==> src/hw/rtl/twd_pkg.sv <==
package twd_pkg;

   localparam int POOL_SIZE   = 1024;
   localparam int BRANCHES    = 26;
   localparam int NODE_W      = $clog2(POOL_SIZE);
   localparam int FREE_W      = NODE_W + 1;
   localparam int IDX_W       = $clog2(BRANCHES);
   localparam int SLOT_DEPTH  = POOL_SIZE * BRANCHES;
   localparam int SLOT_W      = $clog2(SLOT_DEPTH);
   localparam int QUEUE_DEPTH = 4;
   localparam int QPTR_W      = $clog2(QUEUE_DEPTH);
   localparam int QCNT_W      = QPTR_W + 1;

   localparam logic [7:0] LETTER_BASE = 8'd97;

   typedef enum logic [1:0] {
      CMD_LOOKUP = 2'd0,
      CMD_INSERT = 2'd1,
      CMD_REMOVE = 2'd2
   } cmd_type;

   typedef enum logic [1:0] {
      ST_NORMAL    = 2'd0,
      ST_BAD_CHAR  = 2'd1,
      ST_POOL_FULL = 2'd2
   } status_type;

   typedef struct packed {
      cmd_type          cmd;
      logic [IDX_W-1:0] idx;
      logic             bad_char;
      logic             last;
      logic             empty;
   } op_type;

endpackage

==> src/hw/rtl/twd_front.sv <==
module twd_front
   import twd_pkg::*;
(
   input  logic       clock,
   input  logic       reset,
   input  logic       in_valid,
   output logic       in_ready,
   input  logic [1:0] in_command,
   input  logic [7:0] in_character,
   input  logic       in_last,
   input  logic       in_empty,
   output logic       op_valid,
   input  logic       op_ready,
   output op_type     op
);

   op_type             entry_ff [QUEUE_DEPTH];
   logic [QPTR_W-1:0]  wr_ptr_ff, wr_ptr_in;
   logic [QPTR_W-1:0]  rd_ptr_ff, rd_ptr_in;
   logic [QCNT_W-1:0]  cnt_ff, cnt_in;
   op_type             cls;
   logic [7:0]         offset;
   logic               push, pop;

   always_comb begin
      offset       = in_character - LETTER_BASE;
      cls.bad_char = (in_character < LETTER_BASE) || (offset >= 8'(BRANCHES));
      cls.idx      = offset[IDX_W-1:0];
      cls.last     = in_last;
      cls.empty    = in_empty;
      unique case (in_command)
         2'd1:    cls.cmd = CMD_INSERT;
         2'd2:    cls.cmd = CMD_REMOVE;
         default: cls.cmd = CMD_LOOKUP;
      endcase
   end

   assign in_ready = (cnt_ff != QCNT_W'(QUEUE_DEPTH));
   assign op_valid = (cnt_ff != '0);
   assign op       = entry_ff[rd_ptr_ff];
   assign push     = in_valid && in_ready;
   assign pop      = op_valid && op_ready;

   always_comb begin
      wr_ptr_in = push ? wr_ptr_ff + 1'b1 : wr_ptr_ff;
      rd_ptr_in = pop ? rd_ptr_ff + 1'b1 : rd_ptr_ff;
      cnt_in    = cnt_ff + QCNT_W'(push) - QCNT_W'(pop);
   end

   always_ff @(posedge clock) begin
      if (reset) begin
         wr_ptr_ff <= '0;
         rd_ptr_ff <= '0;
         cnt_ff    <= '0;
      end else begin
         wr_ptr_ff <= wr_ptr_in;
         rd_ptr_ff <= rd_ptr_in;
         cnt_ff    <= cnt_in;
      end
   end

   always_ff @(posedge clock) begin
      if (push) begin
         entry_ff[wr_ptr_ff] <= cls;
      end
   end

endmodule

==> config.mk <==
export PLATFORM = sky130hd
export DESIGN_NAME = twd_front
export DESIGN_NICKNAME = d
export VERILOG_FILES = /design/src/hw/rtl/twd_pkg.sv /design/src/hw/rtl/twd_front.sv
export SDC_FILE = /design/constraint.sdc
export NUM_CORES = 1
export LEC_CHECK = 0
export BUFFER_PORTS_ARGS = -buffer_cell sky130_fd_sc_hd__buf_4
export CAP_MARGIN = 25
export CORE_MARGIN = 3
export CORE_UTILIZATION = 33
export CTS_BUF_LIST = sky130_fd_sc_hd__clkbuf_4
export CTS_CLUSTER_SIZE = 30
export DETAILED_ROUTE_END_ITERATION = 10
export PLACE_DENSITY = 0.62
export SLEW_MARGIN = 25
export SYNTH_ARGS = -nofsm -noshare
export SYNTH_HDL_FRONTEND = slang
export SYNTH_SLANG_ARGS = --single-unit
==> constraint.sdc <==
create_clock -name clock -period 2.1 [get_ports clock]
set_input_delay 0.105 -clock clock [delete_from_list [all_inputs] [get_ports clock]]
set_output_delay 0.105 -clock clock [all_outputs]
set_load 0.01 [all_outputs]
==> impl_results.md, run 1 <==
- Outcome: complete, no violations
- CP endpoint kind: flip-flop
- Synth Cell Area: approximately 0.0021 sq mm
- Clock transition at path regs: approximately 130 ps
- Most area-hungry cell type in the Yosys netlist: edfxtp_1
- CP Max Fanout: 3
- Sequential share of power: 0.498
- Combinational share of power: 0.346
- Via/cell ratio: 4.93
- Leading cell type in the layout, fill and taps excluded: edfxtp_1
- Unrepaired setup endpoints after global routing: yes
- Worst reg2reg path depth: 9
- Top-area cell type share of the netlist area: 0.566
- Area delta synth->final: 21.8%
- Area post-placement: 0.00243 sq mm
- Slew @ Worst Pin: roughly 480 ps
- Final non-filler cell area: around 0.0026 sq mm
- DRC violation count after routing: 0
- Detailed Route WL: 3780 um
- Max-slew headroom: 0.677
- TNS Setup: 0 ps
- Share of cells above drive strength 1: 0.394
- Synth Warn #: 0
- Cells along the critical path: buf_4 > o31a_2 > ha_4 > inv_2 > ha_4 > fa_2 > xnor2_2 > xnor2_1 > nor2_1
- Leakage: 0.925 nW
- Post-synth net total: 157
- Clock Latency Late Sink: 350 ps
- Initial antenna violation count: 0
- Routed len/inst: 15.1 um
- Average size of a mapped cell: 16.1 sq um
- Height of the die: 86.2 um
- Slowest-stage cell, CP: dfxtp_2
- # nets final: a little under 200
- Port Buffer Count: 27
- PD cells: 998 mW/mm^2
- Vias in the first global route: 1,318
- Die Wd: between 80 and 90 um
- Total grt overflow: 0
- Clock buffer depth: 2
- Final hold slack: 54.7 ps
- Gr usage total: 0.115
- Multi-input logic area: 727 sq um
- Vias: 1,232
- Fmax: 477 MHz
- Drt initial violations: 70
- Sequential standard cell area: 0.00138 sq mm
- Cell depth of the worst hold path: 2
- Primary FF master, synth: edfxtp_1
- Switch Pwr: between 700 and 800 uW
- ANT nets after route: 0
- Clock root buffer: clkbuf_4
- Synth cell types: 33
- FILL cells: 561
- DRT Pass-1 Iters: 6
- Ant. Diodes: 0
- First-pass GRT wire length: 6380 um
- RePlAce Congestion: 0.844
- Worst EP required: 2360 ps
- Int Pwr: ~1.8 mW
- Core Region: between 0.006 and 0.007 sq mm
- Async S/R FF share, synth: 0
- Final Hold Vio Count: 0
- CTS tree: built
- Clock Sinks: 49
- Seq/Total Area, Yosys: 0.651
- Register bit total from synthesis: 49
- Data arrival, critical path: 2360 ps
- Worst vdd ir: 0.000516 V
- Tot Pwr: 2.58 mW
- Max Cap Viol: 0
- IO Pins: 28
- Worst stage delay on the critical path: 340 ps
- Critical path class: flip-flop to flip-flop
- Total CTS buffers: 5
- Fin Clk Skew: 5.09 ps
- EDFF count, synth: 40
- Final min period: 2100 ps
- Synth area leaders: edfxtp_1 57%, mux4_2 11%, dfxtp_1 8.5%
- Worst setup SP type: flip-flop
- Initial Utilization: 0.350
- Most frequent cells in the layout: 40 x edfxtp_1, 34 x buf_4, 10 x mux4_2
- Slew Limit Fails: 0
- FP Rows: 28
- Fin crit share: 0.999
- Switching share of power: 0.290
- Post-DP HPWL: 2720 um
- Final setup viols: 0
- Worst hold path class: input port to flip-flop
- Cell count after synthesis: about 130
- Clk pwr share: 0.156
- Pin count of the biggest net entering global routing: 16
- Die footprint: 0.00742 sq mm
- Most frequent cell on the critical path: ha_4
- H-tree lvl count: 2
-- flip-flops by register name, summed over array words and instances (netlist names), named ones only --
signal and count:
entry_ff 40, cnt_ff 3, rd_ptr_ff 2, wr_ptr_ff 2
-- metrics by stage --
| step | utilization | setup WS (ps) | cells |
|---|---|---|---|
| after detailed placement | 0.402 | -91.4 | 235 |
| after global routing | 0.426 | -69.2 | 250 |
| after global placement | 0.402 | 51.5 | 235 |
| after floorplan | - | 29.7 | 132 |
| final | 0.426 | 2.44 | 250 |
| after CTS | 0.425 | -9.52 | 249 |
-- cell families (layout without fill, tap and decap cells) --
| family | after synthesis | in the layout | share of synthesized area |
|---|---|---|---|
| buf+inv | 11 | 54 | 0.0224 |
| compound gates | 10 | 10 | 0.0325 |
| fa+ha+maj | 9 | 9 | 0.0566 |
| mux | 10 | 10 | 0.106 |
| flops | 49 | 49 | 0.651 |
| simple gates | 35 | 35 | 0.0979 |
| xor+xnor | 8 | 8 | 0.0330 |
-- Yosys cell counts (2+ instances only) --
master	count
nand2_1	4
nand3b_1	2
mux4_2	10
nor2b_1	5
ha_1	8
dfxtp_1	9
nand2b_1	3
inv_1	8
o21ai_0	2
nor2_1	6
xnor2_1	5
and3_2	4
edfxtp_1	40
nor3_1	4
xor2_1	3
a21oi_1	2
-- power by group through the flow --
stage / Combinational (mW) / Clock [mW] / Sequential (mW)
after floorplan: 0.531 / 0 / 1.26
after global placement: 0.793 / 0 / 1.30
after detailed placement: 0.819 / 0 / 1.31
after CTS: 0.906 / 0.426 / 1.29
after global routing: 0.990 / 0.470 / 1.31
final: 0.893 / 0.403 / 1.28
-- final timing paths --
path	start	endpoint	slack, ps
worst min register to register	wr_ptr_ff[1]	wr_ptr_ff[1]	520
worst max register to register	cnt_ff[0]	cnt_ff[2]	2
worst min-delay path	in_command[1]	entry_ff[0][8]	50
worst max-delay path	cnt_ff[0]	cnt_ff[2]	2
-- what timing repair did --
item                                    in CTS  in global routing
endpoints found under the hold margin       17                  0
resized for setup                            6                  0
setup buffers                                3                  1
hold buffers                                 3                  0
endpoints found under the setup margin       1                  1
pin swaps                                    7                  5
-- layout make-up --
class / count / area share
Sequential cell: 49 / 0.536
Timing Repair Buffer: 37 / 0.110
Clock inverter: 3 / 0.00678
Multi-Input combinational cell: 72 / 0.281
Tap cell: 75 / 0.0363
Clock buffer: 5 / 0.0145
Inverter: 9 / 0.0150
-- routing by layer --
| metal | GRT usage | part of all wire | vias to the layer above | wire, um |
|---|---|---|---|---|
| li1 | - | - | 578 | - |
| met2 | 0.204 | 0.52 | 38 | 1980 |
| met5 | 0 | 0 | - | 0 |
| met4 | 0.0446 | 0.022 | 0 | 85 |
| met1 | 0.125 | 0.40 | 607 | 1500 |
| met3 | 0.0403 | 0.057 | 9 | 215 |
-- worst max-delay path: cells and delay by family (launching register included) --
| kind | cells | cell delay [ps] |
|---|---|---|
| AO/OA/AOI/OAI | 1 | 330 |
| AND/OR/NAND/NOR | 1 | 50 |
| XOR/XNOR | 2 | 330 |
| flip-flops | 1 | 340 |
| adder cells (fa/ha/maj) | 3 | 770 |
| buffers and inverters | 2 | 180 |
Power figures use the tool's default switching activity.
==> inputs of run 2 (changes only) <==
--- a/config.mk
+++ b/config.mk
@@ -15,2 +15,3 @@
 export PLACE_DENSITY = 0.62
+export SETUP_SLACK_MARGIN = 0.4
 export SLEW_MARGIN = 25
--- a/constraint.sdc
+++ b/constraint.sdc
@@ -3,2 +3,2 @@
 set_output_delay 0.105 -clock clock [all_outputs]
-set_load 0.01 [all_outputs]
+set_load 0.005 [all_outputs]
==> run 2 against run 1 <==
  * Register-to-register slack barely moved
  * Clock skew rose by 4.0 ps
  * Critical endpoint unchanged
  * Clock power up 4%
  * Sequential share of layout area fell by 1.1 points
  * First-iteration DRC count shrank 49%
  * Clock-buffer cell count rose by 1
  * Critical path type unchanged
  * Sequential power is essentially flat
  * Power grew 3.6%
  * Global-route usage fell by 0.75 points
==> impl_results.md, run 2 (synthesized netlist as in run 1, its figures left out) <==
- Die Wd: 86.2 um
- Final min period: about 2100 ps
- Fmax: between 400 and 500 MHz
- DRT Pass-1 Iters: 4
- Detailed Route WL: 3680 um
- Routed len/inst: about 15 um
- Int Pwr: between 1.5 and 2 mW
- FILL cells: 555
- Share of cells above drive strength 1: 0.423
- Cell depth of the worst hold path: 2
- Total CTS buffers: 5
- Initial antenna violation count: 0
- Largest register FFs: 40
- WHS Endpoint: entry_ff[3][9]
- Vias in the first global route: 1,247
- Sequential share of power: 0.484
- Pin count of the biggest net entering global routing: 16
- Worst EP required: 2350 ps
- Ant. Diodes: 0
- CP endpoint kind: flip-flop
- Total grt overflow: 0
- PD cells: 1010 mW/mm^2
- Vias: 1,200
- Unrepaired setup endpoints after global routing: yes
- Fin crit share: 0.993
- Clk pwr share: 0.158
- R2R Setup Slk: 20 ps
- Critical path class: flip-flop to flip-flop
- Slowest-stage cell, CP: or3b_4
- Most frequent cell on the critical path: ha_4
- Area delta synth->final: 25.2%
- R2R Path End: cnt_ff[2]
- Leading cell type in the layout, fill and taps excluded: edfxtp_1
- Switching share of power: 0.274
- Via/cell ratio: 4.80
- Gr usage total: 0.108
- Worst hold path class: input port to flip-flop
- Slew @ Worst Pin: 339 ps
- First-pass GRT wire length: 5900 um
- Post-DP HPWL: 2550 um
- Height of the die: about 86 um
- Hold Startpoint: in_command[0]
- Worst setup SP type: flip-flop
- Clock root buffer: clkbuf_4
- Cells along the critical path: or3b_4 > and2_4 > clkinv_4 > ha_4 > inv_2 > ha_4 > fa_2 > xnor2_2 > xnor2_1 > nor2_1
- Setup ws final: 15.4 ps
- # nets final: about 200
- ANT nets after route: 0
- FP Rows: 28
- Clock transition at path regs: 130 ps
- Max Cap Viol: 0
- Core Region: 0.00606 sq mm
- Port Buffer Count: 27
- RR Startpoint: cnt_ff[1]
- H-tree lvl count: 2
- Clock buffer depth: 2
- Worst vdd ir: 0.000587 V
- RePlAce Congestion: 0.785
- Top reg by flops: entry_ff
- Combinational share of power: 0.359
- CTS tree: built
- Top flop regs: entry_ff x40, cnt_ff x3
- Final setup viols: 0
- Final cell count without fillers: 250
- Drt initial violations: 36
- Slew Limit Fails: 0
- Worst reg2reg path depth: 10
- Final Hold Vio Count: 0
- Die footprint: about 0.0074 sq mm
- Most frequent cells in the layout: 40 x edfxtp_1, 26 x buf_4, 10 x mux4_2
- Final hold slack: 47.8 ps
- Setup WS pre-CTS: -36.2 ps
- Switch Pwr: 732 uW
- Initial Utilization: 0.350
- Placed insts: approximately 230
- DRC violation count after routing: 0
- IO Pins: 28
- Clock Latency Late Sink: 350 ps
- Data arrival, critical path: approximately 2300 ps
- Fin Clk Skew: 9.13 ps
- Outcome: complete, no violations
- CP Max Fanout: 3
- Leakage: 0.943 nW
- Max-slew headroom: 0.772
- Clock Sinks: 49
- Worst stage delay on the critical path: about 400 ps
[run 2: cell types whose count changed in the layout (fill, tap and decap cells not counted), sizes merged]
cell      change
clkinv        -3
clkinvlp      +2
clkbuf        +1
[run 2: area by class of cell]
type | count | area [sq um] | area share
tap | 75 | 93.8 | 0.0353
timing repair buffer | 37 | 335 | 0.126
clock inverter | 2 | 15.0 | 0.00566
sequential | 49 | 1390 | 0.525
multi-input combinational | 72 | 734 | 0.277
clock buffer | 6 | 45.0 | 0.0170
inverter | 9 | 38.8 | 0.0146
[run 2: stage by stage]
step | TNS (ps) | total power [mW] | util | area [sq um]
finish | 0 | 2.67 | 0.438 | 2660
detailed placement | -36.2 | 2.10 | 0.403 | 2440
global placement | 0 | 2.06 | 0.403 | 2440
global route | -69.0 | 2.85 | 0.438 | 2660
CTS | 0 | 2.66 | 0.433 | 2620
floorplan | 0 | 1.77 | - | 2140
[run 2: worst max-delay path by stage]
stage	start	end	slack, ps
finish	cnt_ff[1]	cnt_ff[2]	20
global route	cnt_ff[1]	cnt_ff[2]	-70
CTS	cnt_ff[1]	cnt_ff[2]	20
detailed placement	cnt_ff[1]	cnt_ff[2]	-40
global placement	cnt_ff[2]	cnt_ff[2]	70
floorplan	cnt_ff[2]	cnt_ff[2]	70
[run 2: power groups by stage]
stage | combinational [mW] | sequential (mW) | clock (mW)
after global placement | 0.772 | 1.28 | 0
after detailed placement | 0.798 | 1.30 | 0
after global routing | 1.05 | 1.31 | 0.489
final | 0.958 | 1.29 | 0.421
after floorplan | 0.502 | 1.26 | 0
after CTS | 0.921 | 1.29 | 0.447
[run 2: metal layers]
layer	global-route usage	routed length (um)	up-vias
met1	0.117	1480	575
met5	0	0	-
met3	0.0317	158	13
met4	0.0475	90	0
met2	0.192	1950	36
li1	-	-	576
[run 2: repair_timing]
| action | 4_1_cts | 5_1_grt |
|---|---|---|
| buffers inserted | 4 | 0 |
| hold buffers | 3 | 0 |
| endpoints found under the hold margin | 17 | 0 |
| pin swaps | 3 | 0 |
| resized for setup | 9 | 9 |
| endpoints found under the setup margin | 12 | 12 |
| cloned | 1 | 0 |
[run 2: worst max-delay path: cells and delay by family (launching register included)]
kind	cells	cell delay, ps
simple gates	3	610
fa+ha+maj	3	610
flops	1	370
xor+xnor	2	310
buf+inv	2	90
